===== src/sv/sret_pkg.sv =====
package sret_pkg;

  localparam int MAX_WIDTH  = 1024;
  localparam int PIXEL_BITS = 8;

  localparam int COORD_W   = 10;
  localparam int DIM_W     = 11;
  localparam int SOB_THR_W = 11;
  localparam int ROB_THR_W = 9;
  localparam int CFG_W     = 11;
  localparam int CFG_IDX_W = 2;

  localparam int DIM_LIMIT   = 1024;
  localparam int MIN_DIM     = 3;
  localparam int WIDTH_LIMIT = (MAX_WIDTH < DIM_LIMIT) ? MAX_WIDTH : DIM_LIMIT;

  localparam int LINE_AW     = $clog2(WIDTH_LIMIT);
  localparam int LINE_WORD_W = 2 * PIXEL_BITS;

  localparam int SOB_MAG_W = PIXEL_BITS + 2;
  localparam int ROB_MAG_W = PIXEL_BITS;
  localparam int SOB_SQ_W  = 2 * SOB_THR_W;
  localparam int ROB_SQ_W  = 2 * ROB_THR_W;

  localparam int RST_WIDTH   = 640;
  localparam int RST_HEIGHT  = 480;
  localparam int RST_SOB_THR = 200;
  localparam int RST_ROB_THR = 40;

  localparam logic [PIXEL_BITS-1:0] EDGE_ON  = '1;
  localparam logic [PIXEL_BITS-1:0] EDGE_OFF = '0;

  typedef enum logic [CFG_IDX_W-1:0] {
    CFG_IMAGE_WIDTH   = 2'd0,
    CFG_IMAGE_HEIGHT  = 2'd1,
    CFG_SOBEL_THR     = 2'd2,
    CFG_ROBERTS_THR   = 2'd3
  } cfg_idx_t;

  typedef struct packed {
    logic [PIXEL_BITS-1:0] luma;
    logic                  frame_start;
  } in_beat_t;

  typedef struct packed {
    logic [COORD_W-1:0]    out_row;
    logic [COORD_W-1:0]    out_col;
    logic [PIXEL_BITS-1:0] edge_value;
    logic                  frame_done;
  } out_beat_t;

  typedef struct packed {
    logic [SOB_MAG_W-1:0] gx_mag;
    logic [SOB_MAG_W-1:0] gy_mag;
    logic [ROB_MAG_W-1:0] rx_mag;
    logic [ROB_MAG_W-1:0] ry_mag;
  } grad_t;

endpackage


===== src/sv/sret_edge_cmp.sv =====
module sret_edge_cmp (
  input  sret_pkg::grad_t                  grad,
  input  logic [sret_pkg::SOB_SQ_W-1:0]    sob_sq,
  input  logic [sret_pkg::ROB_SQ_W-1:0]    rob_sq,
  output logic                             is_edge
);
  import sret_pkg::*;

  logic [2*SOB_MAG_W-1:0] gx_sq, gy_sq;
  logic [2*ROB_MAG_W-1:0] rx_sq, ry_sq;
  logic [2*SOB_MAG_W:0]   sob_sum;
  logic [2*ROB_MAG_W:0]   rob_sum;

  always_comb begin
    gx_sq   = grad.gx_mag * grad.gx_mag;
    gy_sq   = grad.gy_mag * grad.gy_mag;
    rx_sq   = grad.rx_mag * grad.rx_mag;
    ry_sq   = grad.ry_mag * grad.ry_mag;
    sob_sum = {1'b0, gx_sq} + {1'b0, gy_sq};
    rob_sum = {1'b0, rx_sq} + {1'b0, ry_sq};
    is_edge = (SOB_SQ_W'(sob_sum) > sob_sq) && (ROB_SQ_W'(rob_sum) > rob_sq);
  end

endmodule


===== config.mk =====
export PLATFORM = sky130hd
export DESIGN_NAME = sret_edge_cmp
export DESIGN_NICKNAME = d
export VERILOG_FILES = /design/src/sv/sret_pkg.sv /design/src/sv/sret_edge_cmp.sv
export SDC_FILE = /design/constraint.sdc
export NUM_CORES = 1
export LEC_CHECK = 0
export BUFFER_PORTS_ARGS = -buffer_cell sky130_fd_sc_hd__buf_4
export CORE_UTILIZATION = 65
export DETAILED_ROUTE_END_ITERATION = 8
export GPL_ROUTABILITY_DRIVEN = 0
export GPL_TIMING_DRIVEN = 0
export PLACE_DENSITY_LB_ADDON = 0.05
export RECOVER_POWER = 50
export SLEW_MARGIN = 0
export SYNTH_ARGS = -nofsm -noshare
export SYNTH_HDL_FRONTEND = slang
export SYNTH_SLANG_ARGS = --single-unit

===== constraint.sdc =====
create_clock -name vclk -period 9.8
set_clock_uncertainty 0.2 [all_clocks]
set_input_delay 0.98 -clock vclk [all_inputs]
set_output_delay 0.98 -clock vclk [all_outputs]
set_load 0.01 [all_outputs]

After elaboration in Yosys (flattened, before gate mapping)
Cells that the tools add are included.
W data, S select, Z words.
{ "classes": {"addsub": 2, "multipliers": 4, "order_cmp": 2, "reduce_logical": 1} }
{ "op_table": {"columns": ["op", "n"], "rows": [
  ["$mul A10 B10 Y20", 2],
  ["$mul A8 B8 Y16", 2],
  ["$gt A21 B22 Y1", 1],
  ["$add A20 B20 Y21", 1],
  ["$gt A17 B18 Y1", 1],
  ["$add A16 B16 Y17", 1],
  ["$logic_and A1 B1 Y1", 1]
]} }
{ "totals": {"ff_bits": 0, "inputBits": 76, "output_inout_bits": 1} }

Depth between registers and ports, before layout
Gate-level depths: netlist of run 1.
{ "logic_depth": {"depth_word": 4, "depth_mapped": 29, "depth_no_buf": 28} }

Least setup slack after synthesis of run 1
OpenSTA, ideal clock, no wires.
{ "synth_path": {"path_type": "input port to output port", "startpoint": "input grad[28] (netlist bit)", "endpoint": "output is_edge", "arrival_time_ns": 7.378, "t_required_ns": 8.620, "path_slack_ns": 1.242, "cell_stages": 27, "path_buffers": 1, "cell_sequence": "clkbuf_1 -> and2_1 -> fa_1 -> inv_1 -> fa_1 -> inv_1 -> fa_1 -> fa_1 -> fa_1 -> fa_1 -> inv_1 -> fa_1 -> inv_1 -> ha_1 -> a21o_1 -> a21oi_1 -> o31a_1 -> o21ai_1 -> a21oi_1 -> xnor2_1 -> ha_1 -> a21o_1 -> a21o_1 -> a21oi_1 -> o22ai_1 -> a21oi_1 -> and4b_1"} }
{ "synth_between": {"elab_chain_cells": 4} }
{ "synth_rtl": {"columns": ["item", "line", "rtl"], "rows": [
  ["start, declared", "sret_edge_cmp.sv:2", "input sret_pkg::grad_t grad,"],
  ["$mul A10 B10 Y20", "sret_edge_cmp.sv:15", "gx_sq = grad.gx_mag * grad.gx_mag;"],
  ["$add A20 B20 Y21", "sret_edge_cmp.sv:19", "sob_sum = {1'b0, gx_sq} + {1'b0, gy_sq};"],
  ["$gt A21 B22 Y1", "sret_edge_cmp.sv:21", "is_edge = (SOB_SQ_W'(sob_sum) > sob_sq) && (ROB_SQ_W'(rob_sum) > rob_sq);"],
  ["$logic_and A1 B1 Y1", "sret_edge_cmp.sv:21", null],
  ["end, declared", "sret_edge_cmp.sv:5", "output logic is_edge"]
]} }
No other way between the ends.

Worst setup path after layout of run 1
{ "layout_path": {"startpoint": "input grad[16] (netlist bit)", "endpoint": "output is_edge"} }
{ "layout_between": {"elab_chain_cells": 4} }
{ "layout_rtl": {"columns": ["item", "line", "rtl"], "rows": [
  ["$mul A10 B10 Y20", "sret_edge_cmp.sv:16", "gy_sq = grad.gy_mag * grad.gy_mag;"],
  ["$add A20 B20 Y21", "sret_edge_cmp.sv:19", null],
  ["$gt A21 B22 Y1", "sret_edge_cmp.sv:21", null],
  ["$logic_and A1 B1 Y1", "sret_edge_cmp.sv:21", null]
]} }
No other way between the ends.

==> impl_metrics.ini, run 1 <==
[status]
status = complete, no violations

[die]
ioPinCount = 77
core_um2 = 15200
initial_core_util_pct = 66.6
die_width_um = 127
die_y_um = 127
core.rowCount = 45
dieArea_um2 = 16100

[global_route]
grt_antenna_before_repair = 0
grt.total_usage_pct = 25.3
grt-ovfl-total = 0
grt_max_degree = 11
grt_pass1_vias = 7464
grt_first_pass_wirelength_um = 33200

[setup_path]
crit_fanout = 10
path_depth = 28
path_common_cell = fa_1
crit_end = is_edge
crit_path_max_incr_delay_ns = 0.57
endpoint_kind = primary output
cp_slowest_cell = fa_1
worstPathBufferInverterCount = 6
worstPathRequired_ns = 8.62
critical_path_class = input pin to primary output
cp-start-kind = input pin
cp_top_family = adder cells
crit_arrival_ns = 8.20
crit_start = grad[16]

[final_layout]
n_clock_buffer = 0
seq_area_um2 = 0
finish.utilization_pct = 71.8
antennaDiodeCount = 0
fillers = 1233
fin_nets = 1674
area_growth_pct = 7.79
drive_above_1_share_pct = 6.95
design.seq.count = 0

[detailed_routing]
totalWireLength_um = 18200
first_iter_violations = 279
num_vias = 7252
vias_per_cell = 5.19
drc = 0
ant_nets = 0
wl_per_cell_um = 13.0
dr.pass1.iters = 5

[sta]
finalHoldWorstSlack_ns = 2.29
fin_tns_setup_ns = 0
maxSlewViolCount = 0
fin_crit_ns = 9.38
hold_viol = 0
rsz0062_at_grt = false
setup_viol = 0
clock.fmax_mhz = 107
worstMarginPinSlew_ns = 0.537
period_share_pct = 95.7
max_slew_margin_pct = 64.2

[synthesis]
synth_nets = 1601
synth.top_cell.area_share_pct = 40.7
syn_avg_cell_area_um2 = 8.90
ys_seq_area_share_pct = 0
synth_area_leader_cell = fa_1
synth_top_cells_by_count = 328 x inv_1, 206 x fa_1, 182 x ha_1
yosysWarningCount = 0
yosysUniqueCellTypes = 43
synth_cells = 1137
syn-cell-area_um2 = 10100
synth_area_leaders = fa_1 41%, ha_1 22%, inv_1 12%, and2_1 5.3%, xnor2_1 3.1%
synth_most_common_cell = inv_1

[placement]
portBuffers = 75
dp_hpwl_um = 17000

[run]
maxCapViolCount = 0

[min_path]
hold_path_class = input pin to primary output
[worst min-delay path, delay by kind of cell]
kind                   cells  cell delay [ns]
AO/OA/AOI/OAI              1             0.08
buffers and inverters      2             0.25
AND/OR/NAND/NOR            1             0.20
[layout make-up]
type / instances / area [um^2] / area share, %
multi-input cells: 793 / 8830 / 81.0
repair buffers: 75 / 563 / 5.16
well taps: 188 / 235 / 2.16
plain buffers: 12 / 46.3 / 0.424
inverters: 328 / 1230 / 11.3
[how the worst min path moves through the flow]
stage	from	endpoint	slack [ns]	cells after the start
after floorplan	rob_sq[17]	is_edge	2.01	2
after global placement	rob_sq[17]	is_edge	2.29	4
after global routing	rob_sq[17]	is_edge	2.29	4
final	rob_sq[17]	is_edge	2.29	4
after detailed placement	rob_sq[17]	is_edge	2.29	4
after CTS	rob_sq[17]	is_edge	2.30	4
[kinds of logic (layout without fill, tap and decap cells)]
| family | after synthesis | in the layout | synth area share, % |
|---|---|---|---|
| AO/OA/AOI/OAI | 118 | 118 | 7.61 |
| XOR/XNOR | 47 | 47 | 4.07 |
| adder cells (fa/ha/maj) | 388 | 388 | 63.2 |
| buffers and inverters | 344 | 415 | 12.8 |
| multiplexers | 2 | 2 | 0.210 |
| AND/OR/NAND/NOR | 238 | 238 | 12.1 |
[metal layers]
| layer | track usage [%] | wire [um] |
|---|---|---|
| met4 | 1.33 | 119 |
| met3 | 1.18 | 506 |
| met5 | 0 | 0 |
| met2 | 44.7 | 9020 |
| met1 | 36.6 | 8560 |
[placed cells by master, fill, tap and decap left out, types with 11 or more instances in the layout]
master,netlist,final
nor2_1,32,32
fa_1,206,206
nand3_1,12,12
o21ai_0,13,13
nand2_1,70,70
ha_1,182,182
a21oi_1,40,39
inv_1,328,328
buf_4,0,75
and2_1,85,85
xnor2_1,36,36
nor2b_1,14,14
xor2_1,11,11
a21o_1,25,25
clkbuf_1,16,11
[what timing repair did]
item | CTS | global route
resized for setup | 0 | 3
endpoints found under the hold margin | 0 | 0
hold buffers | 0 | 0
endpoints found under the setup margin | 0 | 1
buffers inserted | 0 | 0
[per-stage QoR]
step / cells / cell area (um^2) / setup slack, ns
2_1_floorplan: 1137 / 10100 / 1.24
3_3_place_gp: 1400 / 10900 / 0.304
3_5_place_dp: 1400 / 10900 / 0.250
4_1_cts: 1400 / 10900 / 0.245
5_1_grt: 1396 / 10900 / 0.0476
6_report: 1396 / 10900 / 0.418
Power of run 1 is not shown: default switching activity piles up to over one toggle a cycle in this logic, so the estimate is an artifact.
==> run 2: changes to the inputs <==
Settings changed: CELL_PAD_IN_SITES_DETAIL_PLACEMENT set to 1, CELL_PAD_IN_SITES_GLOBAL_PLACEMENT set to 2, CORE_UTILIZATION 65 to 37.
Clock period 9.8 ns to 8.1 ns, I/O delays scaled along.
==> run 2 against run 1 <==
The run now ends with negative setup slack left. Via count up 0.79%. Worst setup slack worse by 0.82 ns. Die area up 74%. Critical path type unchanged. Clock-buffer cell count unchanged. Design area up 5.8%. Global-route usage down 7.1 points. Hold slack worse by 0.36 ns. Final cell count up 12%. Sequential cell count unchanged. Core utilization down 29 points. Wire length up 29%. Sequential share of layout area unchanged.
==> impl_metrics.ini, run 2 (same netlist as run 1, synthesis figures left out) <==
[status]
status = finished, violations left
violations = negative setup slack

[final_layout]
n_clock_buffer = 0
multi_input_area_um2 = 9050
finalNonFillerCells = 1565
antennaDiodeCount = 0
layout_common_cells = 323 x inv_1, 204 x fa_1, 176 x ha_1
area_growth_pct = 14.0
mostFrequentLayoutCell = inv_1
seq_area_um2 = 0
drive_above_1_share_pct = 11.9
fin_nets = 1690
design.seq.count = 0
fillers = 3157

[setup_path]
endpoint_kind = primary output
worstPathRequired_ns = 7.09
cp-start-kind = input pin
path_common_cell = fa_1
crit_path_max_incr_delay_ns = 0.60
cp_slowest_cell = fa_1
critical_path_class = input pin to primary output
crit_fanout = 10
crit_arrival_ns = 7.49
crit_start = grad[18]

[sta]
period_share_pct = 105
fin_crit_ns = 8.50
maxSlewViolCount = 0
setup_viol = 1
max_slew_margin_pct = 75.7
hold_viol = 0
setup_slack_ns = -0.403
clock.fmax_mhz = 118
rsz0062_at_grt = true
finalHoldWorstSlack_ns = 1.93
worstMarginPinSlew_ns = 0.365

[global_route]
grt-ovfl-total = 0
grt_antenna_before_repair = 1
grt_first_pass_wirelength_um = 41600
grt.total_usage_pct = 18.2
grt_max_degree = 12
grt_pass1_vias = 8498

[clock_tree]
ctsHoldBuffers = 0

[detailed_routing]
totalWireLength_um = 23400
num_vias = 7309
vias_per_cell = 4.67
dr.pass1.iters = 4
first_iter_violations = 143
wl_per_cell_um = 14.9
ant_nets = 0
drc = 0

[die]
initial_core_util_pct = 37.7
ioPinCount = 77
die_y_um = 167
die_width_um = 167
core_um2 = 26900
core.rowCount = 60
dieArea_um2 = 28000

[placement]
portBuffers = 75
dp_hpwl_um = 21700
dp.cells = 1553
post-place-ws_ns = -1.16

[min_path]
hold_path_class = input pin to primary output
min-delay-start = rob_sq[17]

[run]
maxCapViolCount = 0
## run 2: critical path: cells and delay by family
kind	cells	cell delay [ns]
simple gates	5	0.82
buf+inv	8	0.69
xor+xnor	1	0.16
compound gates	6	1.09
fa+ha+maj	9	3.92
## run 2: layout make-up
type	instances	area share [%]
Inverter	328	10.7
Multi-Input combinational cell	793	78.4
Timing Repair Buffer	88	5.82
Buffer	15	1.42
Tap cell	341	3.70
## run 2: what timing repair did
| action | 4_1_cts | 5_1_grt |
|---|---|---|
| setup endpoints to repair | 1 | 1 |
| setup buffers | 11 | 2 |
| resized for setup | 61 | 18 |
| pin swaps | 35 | 22 |
## run 2: stage by stage
stage               util (%)  TNS, ns  area [um^2]
floorplan                  -        0        10100
global placement        41.4    -1.18        11100
detailed placement      41.4    -1.16        11100
CTS                     42.6   -0.536        11500
global route            42.9   -0.719        11500
finish                  42.9   -0.403        11500
## run 2: metal layers
metal / GRT usage (%) / vias to the layer above / share of wire, %
met1: 23.4 / 3619 / 44
met3: 0.331 / 14 / 0.96
met4: 2.23 / 2 / 1.5
met2: 34.8 / 54 / 54
li1: - / 3620 / -
met5: 0 / - / 0.056
## run 2: worst paths after layout
path	slack (ns)	cells after the start	endpoint
min	1.93	4	is_edge
max	-0.40	29	is_edge
Power of run 2 is left out for the same reason.
==> run 3: changes to the inputs <==
Settings changed: GPL_ROUTABILITY_DRIVEN 0 to not set.
Clock period 8.1 ns to 7.47 ns, I/O delays scaled along.
==> run 3 against run 2 <==
Critical path type unchanged. Worst setup slack lost 0.35 ns. Final cell count barely moved. Core utilization up 0.10 points. The flow still finishes with violations (negative setup slack). Critical endpoint unchanged.
==> impl_metrics.ini, run 3 (same netlist as run 1, synthesis figures left out) <==
[final_layout]
fillers = 3166
mostFrequentLayoutCell = inv_1
design.seq.count = 0
multi_input_area_um2 = 9060
layout_common_cells = 320 x inv_1, 205 x fa_1, 176 x ha_1
drive_above_1_share_pct = 12.8
n_clock_buffer = 0
seq_area_um2 = 0
area_growth_pct = 14.3
fin_nets = 1691
antennaDiodeCount = 0

[global_route]
grt-ovfl-total = 0
grt_pass1_vias = 8144
grt.total_usage_pct = 16.9
grt_antenna_before_repair = 0
grt_first_pass_wirelength_um = 38800
grt_max_degree = 12

[sta]
clock.fmax_mhz = 122
rsz0062_at_grt = true
maxSlewViolCount = 0
setup_viol = 1
hold_viol = 0
setup_slack_ns = -0.751
period_share_pct = 110
max_slew_margin_pct = 59.7
fin_tns_setup_ns = -0.751
worstMarginPinSlew_ns = 0.600
fin_crit_ns = 8.22

[setup_path]
crit_path_max_incr_delay_ns = 0.54
endpoint_kind = primary output
critical_path_class = input pin to primary output
cp-start-kind = input pin
cp_slowest_cell = fa_1
worstPathRequired_ns = 6.52
crit_arrival_ns = 7.27
crit_start = grad[18]
crit_fanout = 6
path_common_cell = fa_1

[status]
status = finished, violations left
violations = negative setup slack

[die]
dieArea_um2 = 28000
die_y_um = 167
core_um2 = 26900
ioPinCount = 77
die_width_um = 167
core.rowCount = 60
initial_core_util_pct = 37.7

[placement]
dp_hpwl_um = 20500
gp_congestion = 0.755
portBuffers = 75

[run]
maxCapViolCount = 0

[detailed_routing]
first_iter_violations = 205
ant_nets = 0
vias_per_cell = 4.68
dr.pass1.iters = 4
num_vias = 7323
drc = 0
totalWireLength_um = 22200
wl_per_cell_um = 14.2

[clock_tree]
ctsHoldBuffers = 0

[min_path]
min-delay-start = rob_sq[17]
hold_path_class = input pin to primary output
worst_hold_path.num_cells = 4
-- run 3: final cells by class --
class,count,area share (%)
repair buffers,89,5.95
multi-input cells,793,78.3
well taps,341,3.69
plain buffers,15,1.38
inverters,328,10.6
-- run 3: repair_timing --
item / 4_1_cts / 5_1_grt
endpoints found under the setup margin: 1 / 1
gates resized for setup: 61 / 9
pin swaps: 48 / 7
buffers inserted: 14 / 0
-- run 3: per-layer routing --
layer | up-vias | GRT usage (%) | wire length [um]
li1 | 3621 | - | -
met4 | 0 | 0 | 0
met1 | 3653 | 25.2 | 11200
met5 | - | 0 | 0
met3 | 0 | 0.260 | 350
met2 | 49 | 29.2 | 10600
-- run 3: worst paths after layout --
kind / end / slack, ns
worst max-delay path: is_edge / -0.75
worst min-delay path: is_edge / 1.84
-- run 3: stage by stage --
| step | hold WS (ns) | cell area [um^2] | setup slack [ns] | instances | utilization, % |
|---|---|---|---|---|---|
| floorplan | 1.55 | 10200 | -0.232 | 1137 | - |
| global placement | 1.91 | 11200 | -1.18 | 1553 | 41.7 |
| detailed placement | 1.92 | 11200 | -1.19 | 1553 | 41.7 |
| CTS | 1.86 | 11500 | -0.793 | 1566 | 43.0 |
| global route | 1.86 | 11600 | -1.09 | 1566 | 43.0 |
| finish | 1.84 | 11600 | -0.751 | 1566 | 43.0 |
-- run 3: critical path: cells and delay by family --
family	cells	cell delay (ns)
fa+ha+maj	9	3.81
compound gates	6	1.15
simple gates	5	0.74
buf+inv	8	0.65
xor+xnor	1	0.14
Power of run 3 is left out for the same reason.
