<file path="src/sv/sret_pkg.sv">
package sret_pkg;

  localparam int MAX_WIDTH  = 1024;
  localparam int PIXEL_BITS = 8;

  localparam int COORD_W   = 10;
  localparam int DIM_W     = 11;
  localparam int SOB_THR_W = 11;
  localparam int ROB_THR_W = 9;
  localparam int CFG_W     = 11;
  localparam int CFG_IDX_W = 2;

  localparam int DIM_LIMIT   = 1024;
  localparam int MIN_DIM     = 3;
  localparam int WIDTH_LIMIT = (MAX_WIDTH < DIM_LIMIT) ? MAX_WIDTH : DIM_LIMIT;

  localparam int LINE_AW     = $clog2(WIDTH_LIMIT);
  localparam int LINE_WORD_W = 2 * PIXEL_BITS;

  localparam int SOB_MAG_W = PIXEL_BITS + 2;
  localparam int ROB_MAG_W = PIXEL_BITS;
  localparam int SOB_SQ_W  = 2 * SOB_THR_W;
  localparam int ROB_SQ_W  = 2 * ROB_THR_W;

  localparam int RST_WIDTH   = 640;
  localparam int RST_HEIGHT  = 480;
  localparam int RST_SOB_THR = 200;
  localparam int RST_ROB_THR = 40;

  localparam logic [PIXEL_BITS-1:0] EDGE_ON  = '1;
  localparam logic [PIXEL_BITS-1:0] EDGE_OFF = '0;

  typedef enum logic [CFG_IDX_W-1:0] {
    CFG_IMAGE_WIDTH   = 2'd0,
    CFG_IMAGE_HEIGHT  = 2'd1,
    CFG_SOBEL_THR     = 2'd2,
    CFG_ROBERTS_THR   = 2'd3
  } cfg_idx_t;

  typedef struct packed {
    logic [PIXEL_BITS-1:0] luma;
    logic                  frame_start;
  } in_beat_t;

  typedef struct packed {
    logic [COORD_W-1:0]    out_row;
    logic [COORD_W-1:0]    out_col;
    logic [PIXEL_BITS-1:0] edge_value;
    logic                  frame_done;
  } out_beat_t;

  typedef struct packed {
    logic [SOB_MAG_W-1:0] gx_mag;
    logic [SOB_MAG_W-1:0] gy_mag;
    logic [ROB_MAG_W-1:0] rx_mag;
    logic [ROB_MAG_W-1:0] ry_mag;
  } grad_t;

endpackage

</file>
<file path="src/sv/sret_window.sv">
module sret_window (
  input  logic                             clk,
  input  logic                             shift_en,
  input  logic [sret_pkg::PIXEL_BITS-1:0]  up_pix,
  input  logic [sret_pkg::PIXEL_BITS-1:0]  lo_pix,
  input  logic [sret_pkg::PIXEL_BITS-1:0]  new_pix,
  input  logic                             grad_en,
  output sret_pkg::grad_t                  grad
);
  import sret_pkg::*;

  logic [PIXEL_BITS-1:0] win_r [3][3];
  grad_t                 grad_r;
  grad_t                 grad_nxt;
  logic [SOB_MAG_W-1:0]  xp, xn, yp, yn;

  always_ff @(posedge clk) begin
    if (shift_en) begin
      for (int a = 0; a < 3; a++) begin
        win_r[a][0] <= win_r[a][1];
        win_r[a][1] <= win_r[a][2];
      end
      win_r[0][2] <= up_pix;
      win_r[1][2] <= lo_pix;
      win_r[2][2] <= new_pix;
    end
  end

  always_comb begin
    xp = SOB_MAG_W'(win_r[0][2]) + SOB_MAG_W'({win_r[1][2], 1'b0}) + SOB_MAG_W'(win_r[2][2]);
    xn = SOB_MAG_W'(win_r[0][0]) + SOB_MAG_W'({win_r[1][0], 1'b0}) + SOB_MAG_W'(win_r[2][0]);
    yp = SOB_MAG_W'(win_r[2][0]) + SOB_MAG_W'({win_r[2][1], 1'b0}) + SOB_MAG_W'(win_r[2][2]);
    yn = SOB_MAG_W'(win_r[0][0]) + SOB_MAG_W'({win_r[0][1], 1'b0}) + SOB_MAG_W'(win_r[0][2]);
    grad_nxt.gx_mag = (xp >= xn) ? xp - xn : xn - xp;
    grad_nxt.gy_mag = (yp >= yn) ? yp - yn : yn - yp;
    grad_nxt.rx_mag = (win_r[1][1] >= win_r[0][0]) ? win_r[1][1] - win_r[0][0]
                                                    : win_r[0][0] - win_r[1][1];
    grad_nxt.ry_mag = (win_r[1][0] >= win_r[0][1]) ? win_r[1][0] - win_r[0][1]
                                                    : win_r[0][1] - win_r[1][0];
  end

  always_ff @(posedge clk) begin
    if (grad_en) begin
      grad_r <= grad_nxt;
    end
  end

  assign grad = grad_r;

endmodule

</file>
<file path="config.mk">
export PLATFORM = sky130hd
export DESIGN_NAME = sret_window
export DESIGN_NICKNAME = d
export VERILOG_FILES = /design/src/sv/sret_pkg.sv /design/src/sv/sret_window.sv
export SDC_FILE = /design/constraint.sdc
export NUM_CORES = 1
export LEC_CHECK = 0
export ABC_AREA = 0
export BUFFER_PORTS_ARGS = -buffer_cell sky130_fd_sc_hd__buf_2
export CORE_MARGIN = 2
export CORE_UTILIZATION = 30
export DETAILED_ROUTE_END_ITERATION = 8
export GPL_TIMING_DRIVEN = 0
export MAX_ROUTING_LAYER = met4
export PLACE_DENSITY_LB_ADDON = 0.05
export SLEW_MARGIN = 30
export SYNTH_ARGS = -nofsm -noshare
export SYNTH_HDL_FRONTEND = slang
export SYNTH_SLANG_ARGS = --single-unit
</file>
<file path="constraint.sdc">
create_clock -name clk -period 9.4 [get_ports clk]
set_input_delay 0.47 -clock clk [delete_from_list [all_inputs] [get_ports clk]]
set_output_delay 0.47 -clock clk [all_outputs]
set_load 0.01 [all_outputs]
</file>
After elaboration in Yosys (flattened, before gate mapping)
Memories as Yosys holds them, arrays and structs flattened.
Cells that the tools add are included.

operators by class
  add/sub/neg operators = 16
  magnitude comparators = 4
  multiplexer cells = 6

operators by type and width
  operator          count
  $add A10 B8 Y10   4
  $add A8 B9 Y10    4
  $sub A10 B10 Y10  4
  $sub A8 B8 Y8     4
  $ge A10 B10 Y1    2
  $mux W10          2
  $ge A8 B8 Y1      2
  $mux W8           2
  $mux W1           2

word-level totals
  bits in registers = 36
  bits in writable memories = 72
  output and inout port bits = 36
  memories = 1

memories
  memory  depth  width  rd ports  clocked after Yosys merged registers in  write ports  RTL line           RTL
  win_r   3      24     3         0                                        3            sret_window.sv:12  logic [PIXEL_BITS-1:0] win_r [3][3];

Logic depth before layout (Yosys ltp)
Gate-level depths: netlist of run 1.
An unclocked memory read counts as a cell.

  word-level depth = 5
  depth in mapped cells = 20
  depth with buffers taken out = 19

Worst setup path before layout of run 1
No wires, ideal clock.

  kind = register -> register
  from = memory win_r[0][49] in the netlist's numbering
  to = register grad_r, in the netlist grad[18], data pin
  setup time = 0.263 ns
  data arrival time = 3.635 ns
  required time = 9.137 ns
  path slack = 5.502 ns
  stages on the path, launching flop included = 17
  buffers on the path = 0
  clock period less this slack = 3.898 ns
  path through = edfxtp_1 -> inv_1 -> fa_1 -> inv_1 -> ha_1 -> fa_1 -> a21o_1 -> a21oi_1 -> o21ai_0 -> a21oi_1 -> xnor2_1 -> ha_1 -> a21oi_1 -> o21ai_0 -> a21oi_4 -> mux2i_1 -> xor2_1

RTL lines
  item                    RTL line           RTL
  start: declaration      sret_window.sv:12
  end signal: assignment  sret_window.sv:44  grad_r <= grad_nxt;
  end: declaration        sret_window.sv:13  grad_t grad_r;

==> results of run 1 <==
synth_stat cells (2+ instances only):
master	n
nand3_1	8
o21bai_1	3
a221oi_1	2
ha_1	104
buf_2	5
edfxtp_1	108
o211ai_1	5
a31oi_1	12
and3_1	3
fa_1	40
nor2_1	2
a21o_2	2
buf_6	2
nand2_1	24
inv_1	98
o21ai_1	3
nor2b_1	13
mux2i_1	31
a21boi_0	6
nand4_1	5
a211oi_4	2
a21oi_1	53
o21ai_0	29
xnor2_1	25
xor2_1	33
a21o_1	28
nand2b_1	10
and2_1	3
and4_2	2
clkbuf_1	2
final cells by class:
type	instances	area, um^2	share of cell area (%)
multi-input combinational	456	4250	47.3
sequential	108	3240	36.1
tap	335	419	4.67
inverter	98	368	4.10
timing repair buffer	63	340	3.79
clock buffer	9	225	2.51
clock inverter	7	76.3	0.850
buffer	9	55.1	0.613
critical path: cells and delay by family, from the launching register on:
| family | cells | cell delay, ps |
|---|---|---|
| AOI/OAI and AO/OA | 7 | 1590 |
| xor gates and xnor gates | 2 | 280 |
| adders and majority gates | 4 | 1510 |
| DFF | 1 | 410 |
| buffers and inverters | 2 | 140 |
| muxes | 1 | 270 |
registers in the layout, summed over array words and instances (netlist names):
signal and flops:
win_r 72, grad 36
path summary, 6_finish.rpt:
path                            slack [ps]              startpoint                     end  depth (start not counted)
worst max register to register        4940  win_r[0][49]$_DFFE_PP_      grad[19]$_DFFE_PP_                         16
worst max-delay path                  4940  win_r[0][49]$_DFFE_PP_      grad[19]$_DFFE_PP_                         16
worst min register to register         460  win_r[0][63]$_DFFE_PP_  win_r[0][71]$_DFFE_PP_                          0
worst min-delay path                   280              new_pix[5]  win_r[0][53]$_DFFE_PP_                          1
per-stage QoR:
stage	cell area, um^2	util, %
after floorplan	7920	-
after global placement	8650	33.3
after detailed placement	8680	33.4
after CTS	8980	34.5
after global routing	8980	34.5
final	8980	34.5
logic make-up after synthesis:
kind of cell | Yosys count | share of synthesized area (%)
AND/OR/NAND/NOR | 73 | 4.93
adder cells (fa/ha/maj) | 144 | 26.6
multiplexers | 31 | 3.92
XOR/XNOR | 58 | 6.42
flip-flops | 108 | 41.0
buffers and inverters | 107 | 5.34
AO/OA/AOI/OAI | 150 | 11.9
metal layers:
metal	track usage, %	wire (um)	vias to the layer above	share of wire (%)
met2	21.3	8130	78	46
met1	18.6	8690	2406	49
met4	2.92	173	0	0.98
li1	-	-	2489	-
met5	-	0	-	0
met3	2.21	594	12	3.4
power groups by stage:
stage | registers [uW] | clock network, uW | logic, uW
floorplan | 755 | 0 | 1020
global placement | 734 | 0 | 1370
detailed placement | 736 | 0 | 1370
CTS | 725 | 422 | 1380
global route | 734 | 436 | 1540
finish | 722 | 404 | 1360
cell usage in the layout (no fill, tap or decap), types with 2 or more instances in the layout:
| cell | count |
|---|---|
| nand3_1 | 8 |
| clkbuf_1 | 2 |
| and3_1 | 3 |
| a21o_2 | 2 |
| a21o_1 | 28 |
| o21bai_1 | 3 |
| and4_2 | 2 |
| o21ai_1 | 3 |
| o21ai_0 | 29 |
| nand2b_1 | 10 |
| a211oi_4 | 2 |
| a31oi_1 | 12 |
| nor2b_1 | 13 |
| xor2_1 | 33 |
| buf_6 | 2 |
| a221oi_1 | 2 |
| nand4_1 | 5 |
| a21boi_0 | 6 |
| xnor2_1 | 25 |
| edfxtp_1 | 108 |
| a21oi_1 | 53 |
| ha_1 | 104 |
| fa_1 | 40 |
| clkbuf_16 | 9 |
| nor2_1 | 2 |
| o211ai_1 | 5 |
| buf_2 | 66 |
| and2_1 | 3 |
| nand2_1 | 24 |
| inv_1 | 98 |
| clkinv_4 | 3 |
| mux2i_1 | 31 |
==> reports/metrics.yaml, run 1 <==
outcome:
  status: "finished clean"
placed_design:
  hpwl_um: 14400
  dp_slack_ps: 4920
  dp_cells: 1069
  portBuffers: 62
  gp_congestion: 0.759
critical_path:
  required_ps: 9510
  worstSetupStartpointType: "register"
  crit_type: "reg -> reg"
  cp_cell_sequence: "inv_1, fa_1, inv_1, ha_1, fa_1, a21o_1, a21oi_1, o21ai_0, a21oi_1, xnor2_1, ha_1, a21oi_1, o21ai_0, a21oi_4, mux2i_1, xor2_1"
  worstPathArrival_ps: 4570
  crit_top_cell: "a21oi_1"
  slowest_stage: "fa_1"
  end_kind: "register"
  worst-path-max-fanout: 8
  cpPeakStageDelay_ps: 550
clock_tree:
  clock_latency_ps: 360
  cts_tree: "done"
  post_cts_buffers: 0
  cts_root_buf: "clkbuf_16"
  cts.sinks: 108
  max-clock-path-buffers: 2
  hold_buffers: 0
  numCtsBuffers: 9
  cts_resized: 0
  clk_pin_slew_ps: 80
  htreeDepth: 3
drt:
  finalWirelength_um: 17600
  drc: 0
  routed_via_density: 4.59
  drtAntennaViolNets: 0
  drtPass1Iterations: 4
  vias: 4985
  wl_per_cell_um: 16.2
  drtIter0Drc: 270
job:
  drv_cap: 0
timing:
  tightest_slew_ps: 907
  finalMaxSlewViolations: 0
  period_share_pct: 47.5
  finalHoldViolations: 0
  fin_setup_tns_ps: 0
  relSlewSlack_pct: 39.6
  holdWs_ps: 279
  setup_ws_ps: 4940
  grt_setup_unrepaired: "no"
  period_minus_slack_ps: 4460
  fin_worst_skew_ps: 4.83
  setup_viol: 0
  fmax_mhz: 224
die:
  core_mm2: 0.0260
  io_pins: 63
  die_h_um: 166
  start_util_pct: 30.5
  row_count: 59
  die-area_mm2: 0.0277
  die_w_um: 166
cells_and_area:
  fillCellCount: 2634
  drive_gt1_share_pct: 12.4
  finalNonFillerCells: 1085
  nets: 916
  n_antenna_cell: 0
  syn_to_final_growth_pct: 13.4
power:
  seqPwrFrac_pct: 29.1
  combPwrFrac_pct: 54.6
  p_clk_share_pct: 16.3
  power.static_leakage_uw: 0.00409
  power_uw: 2480
  p_sw_uw: 1000
  powerDensity_mw_per_mm2: 277
  ir_drop_mv: 0.114
  switching_share_pct: 40.4
  p_int_uw: 1480
synthesis:
  ys_warn_count: 0
  synth_edf_count: 108
  synth_nets: 842
  avgSynthCellArea_um2: 11.8
  synth_area_mm2: 0.00792
  yosysSeqAreaShare_pct: 41.0
  synth_top_area_share_pct: 41.0
  synth_cell_types: 38
  synthCells: 671
  yosysTopAreaCell: "edfxtp_1"
  synthFlopType: "edfxtp_1"
  async_flop_share_pct: 0
  ys_ff_latch: 108
  synthTopCellsByArea: "edfxtp_1 41%, ha_1 16%, fa_1 10%"
grt:
  track_usage_pct: 13.6
  grt_max_degree: 53
  grt.overflow.total: 0
  grt_first_pass_wirelength_um: 28200
  antenna_found_initial: 0
  grt_pass1_vias: 5123
worst_hold_path:
  min_path_type: "in -> reg"
No activity file was read; power rests on OpenSTA's default activity.
==> run 2: changes to the inputs <==
- clock period: 9.4 -> 4.3 ns (I/O delays scaled with it)
==> reports/metrics.yaml, run 2 (synthesis results as in run 1) <==
timing:
  tightest_slew_ps: 919
  finalMaxSlewViolations: 0
  holdWs_ps: 25.1
  period_share_pct: 95.7
  period_minus_slack_ps: 4110
  relSlewSlack_pct: 38.8
  fmax_mhz: 243
  finalHoldViolations: 0
  setup_viol: 0
  fin_worst_skew_ps: 4.54
  setup_ws_ps: 186
job:
  drv_cap: 0
cells_and_area:
  largest_reg_flops: 72
  syn_to_final_growth_pct: 15.7
  layout_commonest_cell: "edfxtp_1"
  fillCellCount: 2625
  final_cell_area_mm2: 0.00916
  layout_common_cells: "108 x edfxtp_1, 104 x ha_1, 95 x inv_1, 65 x buf_2, 49 x a21oi_1"
  n_antenna_cell: 0
  drive_gt1_share_pct: 16.2
  nets: 931
  largest_register: "win_r"
  finalNonFillerCells: 1100
drt:
  finalWirelength_um: 18000
  routed_via_density: 4.61
  drtPass1Iterations: 4
  drtIter0Drc: 303
  vias: 5069
  drtAntennaViolNets: 0
  wl_per_cell_um: 16.4
  drc: 0
worst_hold_path:
  hold_depth: 1
  min_path_type: "in -> reg"
  min_to: "win_r[0][53]$_DFFE_PP_"
  min_from: "new_pix[5]"
outcome:
  status: "finished clean"
power:
  switching_share_pct: 40.5
  seqPwrFrac_pct: 27.7
  ir_drop_mv: 0.246
  p_int_uw: 3400
  combPwrFrac_pct: 56.9
  p_clk_share_pct: 15.4
  power_uw: 5710
  powerDensity_mw_per_mm2: 623
  p_sw_uw: 2310
  power.static_leakage_uw: 0.00416
die:
  die_w_um: 166
  core_mm2: 0.0260
  io_pins: 63
  start_util_pct: 30.5
  die_h_um: 166
  die-area_mm2: 0.0277
  row_count: 59
clock_tree:
  clock_latency_ps: 360
  numCtsBuffers: 9
  cts_tree: "done"
  cts.sinks: 108
  htreeDepth: 3
  max-clock-path-buffers: 2
  clk_pin_slew_ps: 80
  cts_root_buf: "clkbuf_16"
placed_design:
  portBuffers: 62
  gp_congestion: 0.759
  dp_slack_ps: -176
  dp_cells: 1069
  placedInstanceArea_mm2: 0.00868
  hpwl_um: 14400
grt:
  grt_max_degree: 53
  antenna_found_initial: 0
  grt_pass1_vias: 5135
  track_usage_pct: 13.5
  grt_first_pass_wirelength_um: 28200
  grt.overflow.total: 0
critical_path:
  required_ps: 4410
  end_kind: "register"
  r2r_setup_slack_ps: 190
  worstPathArrival_ps: 4220
  r2r-end: "grad[25]$_DFFE_PP_"
  reg2reg_from: "win_r[0][49]$_DFFE_PP_"
  worst-path-max-fanout: 5
  crit_type: "reg -> reg"
  worstSetupStartpointType: "register"
  r2r_cells: 16
==> run 2: cell types whose count changed in the layout (fill, tap and decap cells not counted), moves of 2 or more <==
cell and change:
a21oi_1 -4, a21oi_2 +4, buf_4 +14, fa_1 -2
fa_2 +2, inv_1 -3, inv_2 +2, mux2i_1 -3
mux2i_2 +3, o21ai_0 -3, o21ai_1 +2
==> run 2: metal layers <==
metal | wire length (um) | track usage [%]
met1 | 9060 | 18.5
met2 | 8320 | 21.3
met3 | 472 | 2.21
met4 | 174 | 2.92
met5 | 0 | -
==> run 2: worst max path at each step <==
stage,start,to,slack (ps),cells after the start
2_1_floorplan,win_r[0][49]$_DFFE_PP_,grad[18]$_DFFE_PP_,400,16
3_3_place_gp,win_r[0][49]$_DFFE_PP_,grad[19]$_DFFE_PP_,-230,16
3_5_place_dp,win_r[0][49]$_DFFE_PP_,grad[19]$_DFFE_PP_,-180,16
4_1_cts,win_r[0][17]$_DFFE_PP_,grad[34]$_DFFE_PP_,7,20
5_1_grt,win_r[0][17]$_DFFE_PP_,grad[28]$_DFFE_PP_,-50,20
6_report,win_r[0][49]$_DFFE_PP_,grad[25]$_DFFE_PP_,190,16
==> run 2: final cells by class <==
cell class                      instances  area [um^2]  area share (%)
Multi-Input combinational cell        456         4300            46.9
Sequential cell                       108         3240            35.4
Timing Repair Buffer                   78          465            5.08
Tap cell                              335          419            4.58
Inverter                               98          370            4.04
Clock buffer                            9          225            2.46
Clock inverter                          7         76.3           0.833
Buffer                                  9         61.3           0.669
==> run 2: what timing repair did <==
action	CTS	global route
setup endpoints to repair	15	18
gates cloned	0	1
pin swaps	3	9
hold buffers	0	0
setup buffers	4	10
resized for setup	3	23
==> run 2: worst max-delay path, cell delays in order, from the launching register on <==
cell	delay, ps
edfxtp_1	420
inv_2	80
fa_1	540
inv_1	40
ha_1	220
fa_2	360
a21o_1	200
a21oi_2	140
o21ai_0	100
a21oi_1	230
xnor2_1	190
ha_1	320
and2_4	180
and3_1	200
a221oi_1	340
mux2i_2	130
xor2_1	160
==> run 2: power groups by stage <==
stage	combinational (uW)	clock (uW)	sequential, uW
after floorplan	2230	0	1650
after global placement	3000	0	1600
after detailed placement	2990	0	1610
after CTS	3090	923	1590
after global routing	3640	952	1600
final	3250	880	1580
==> run 2: metrics by stage <==
| stage | TNS [ps] | utilization [%] |
|---|---|---|
| final | 0 | 35.3 |
| after CTS | 0 | 34.7 |
| after global placement | -2530 | 33.3 |
| after detailed placement | -1900 | 33.4 |
| after floorplan | 0 | - |
| after global routing | -324 | 35.3 |
==> run 3: changes to the inputs <==
- CTS_BUF_LIST: default -> sky130_fd_sc_hd__clkbuf_8
==> reports/metrics.yaml, run 3 (synthesis results as in run 1) <==
critical_path:
  end_kind: "register"
  r2r_setup_slack_ps: 210
  r2r_cells: 16
  required_ps: 4450
  critPathLaunch: "win_r[0][49]$_DFFE_PP_"
  reg2reg_from: "win_r[0][49]$_DFFE_PP_"
  worstSetupStartpointType: "register"
  crit_type: "reg -> reg"
  worstPathArrival_ps: 4240
  r2r-end: "grad[25]$_DFFE_PP_"
  worst-path-max-fanout: 5
cells_and_area:
  n_antenna_cell: 0
  nets: 955
  drive_gt1_share_pct: 15.7
  finalNonFillerCells: 1124
  largest_reg_flops: 72
  largest_register: "win_r"
  layout_commonest_cell: "edfxtp_1"
  fillCellCount: 2614
  layout_common_cells: "108 x edfxtp_1, 104 x ha_1, 95 x inv_1, 65 x buf_2, 49 x a21oi_1"
  syn_to_final_growth_pct: 17.5
die:
  die-area_mm2: 0.0277
  die_h_um: 166
  start_util_pct: 30.5
  core_mm2: 0.0260
  io_pins: 63
  die_w_um: 166
  row_count: 59
power:
  ir_drop_mv: 0.243
  p_clk_share_pct: 12.2
  powerDensity_mw_per_mm2: 592
  seqPwrFrac_pct: 28.6
  combPwrFrac_pct: 59.1
  power.static_leakage_uw: 0.00422
  switching_share_pct: 41.4
  p_int_uw: 3230
  p_sw_uw: 2280
clock_tree:
  cts_tree: "done"
  numCtsBuffers: 9
  clock_latency_ps: 390
  cts_root_buf: "clkbuf_8"
  htreeDepth: 3
  cts.sinks: 108
  max-clock-path-buffers: 2
  clk_pin_slew_ps: 110
drt:
  drtAntennaViolNets: 0
  wl_per_cell_um: 16.1
  finalWirelength_um: 18100
  routed_via_density: 4.59
  drtPass1Iterations: 4
  drtIter0Drc: 268
  drc: 0
  vias: 5161
grt:
  track_usage_pct: 13.6
  grt_max_degree: 53
  grt.overflow.total: 0
  grt_first_pass_wirelength_um: 28400
  grt_pass1_vias: 5195
  antenna_found_initial: 0
worst_hold_path:
  min_from: "shift_en"
  hold_depth: 1
  min_to: "win_r[0][31]$_DFFE_PP_"
  min_path_type: "in -> reg"
timing:
  finalMaxSlewViolations: 0
  tightest_slew_ps: 916
  fin_setup_tns_ps: 0
  setup_viol: 0
  relSlewSlack_pct: 38.9
  grt_setup_unrepaired: "yes"
  fmax_mhz: 244
  finalHoldViolations: 0
  period_minus_slack_ps: 4090
  period_share_pct: 95.2
  fin_worst_skew_ps: 7.90
placed_design:
  gp_congestion: 0.759
  dp_cells: 1069
  portBuffers: 62
  hpwl_um: 14400
outcome:
  status: "finished clean"
job:
  drv_cap: 0
## run 3: cell count changes in the layout (fill, tap and decap cells not counted)
cell	change
dlygate4sd3_1	+24
clkbuf_16	-9
clkbuf_8	+9
## run 3: critical path, stage by stage (launching register included)
cell      delay, ps
edfxtp_1        430
inv_2            80
fa_1            540
inv_1            40
ha_1            220
fa_2            360
a21o_1          200
a21oi_2         130
o21ai_0          90
a21oi_1         230
xnor2_1         200
ha_1            330
and2_4          180
and3_1          190
a221oi_1        340
mux2i_2         130
xor2_1          160
## run 3: repair_timing
| action | CTS | global route |
|---|---|---|
| hold endpoints to repair | 24 | 0 |
| endpoints found under the setup margin | 15 | 18 |
| gates resized for setup | 4 | 22 |
| setup buffers | 3 | 11 |
| cloned | 0 | 1 |
| pin swaps | 4 | 9 |
| hold buffers | 24 | 0 |
## run 3: per-layer routing
layer,vias up,share of wire (%),track usage [%]
met2,78,46,21.4
met5,-,0,-
met3,9,2.9,2.26
li1,2567,-,-
met4,0,0.84,2.81
met1,2507,50,18.6
## run 3: power by group through the flow
stage / combinational [uW] / sequential (uW) / clock [uW]
floorplan: 2230 / 1650 / 0
global placement: 3000 / 1600 / 0
detailed placement: 2990 / 1610 / 0
CTS: 3100 / 1580 / 719
global route: 3650 / 1600 / 746
finish: 3260 / 1580 / 673
## run 3: worst max-delay path by stage
stage / to / slack (ps) / cells after the start
2_1_floorplan: grad[18]$_DFFE_PP_ / 400 / 16
5_1_grt: grad[28]$_DFFE_PP_ / -50 / 20
3_5_place_dp: grad[19]$_DFFE_PP_ / -180 / 16
3_3_place_gp: grad[19]$_DFFE_PP_ / -230 / 16
4_1_cts: grad[34]$_DFFE_PP_ / 2 / 20
6_report: grad[25]$_DFFE_PP_ / 210 / 16
## run 3: layout make-up
type	count	area (um^2)	area share [%]
inverters	98	370	3.98
multi-input cells	456	4300	46.2
clock inverters	7	76.3	0.821
well taps	335	419	4.51
flip-flops and latches	108	3240	34.9
plain buffers	9	61.3	0.659
clock buffers	9	124	1.33
repair buffers	102	706	7.59
## run 3: stage by stage
stage / area [um^2] / util [%] / setup slack [ps] / hold WS [ps] / power, uW
global route: 9300 / 35.8 / -53.8 / 212 / 6000
detailed placement: 8680 / 33.4 / -176 / 393 / 4600
floorplan: 7920 / - / 402 / 314 / 3880
finish: 9300 / 35.8 / 206 / 241 / 5510
global placement: 8650 / 33.3 / -228 / 391 / 4600
CTS: 9160 / 35.3 / 1.97 / 207 / 5400
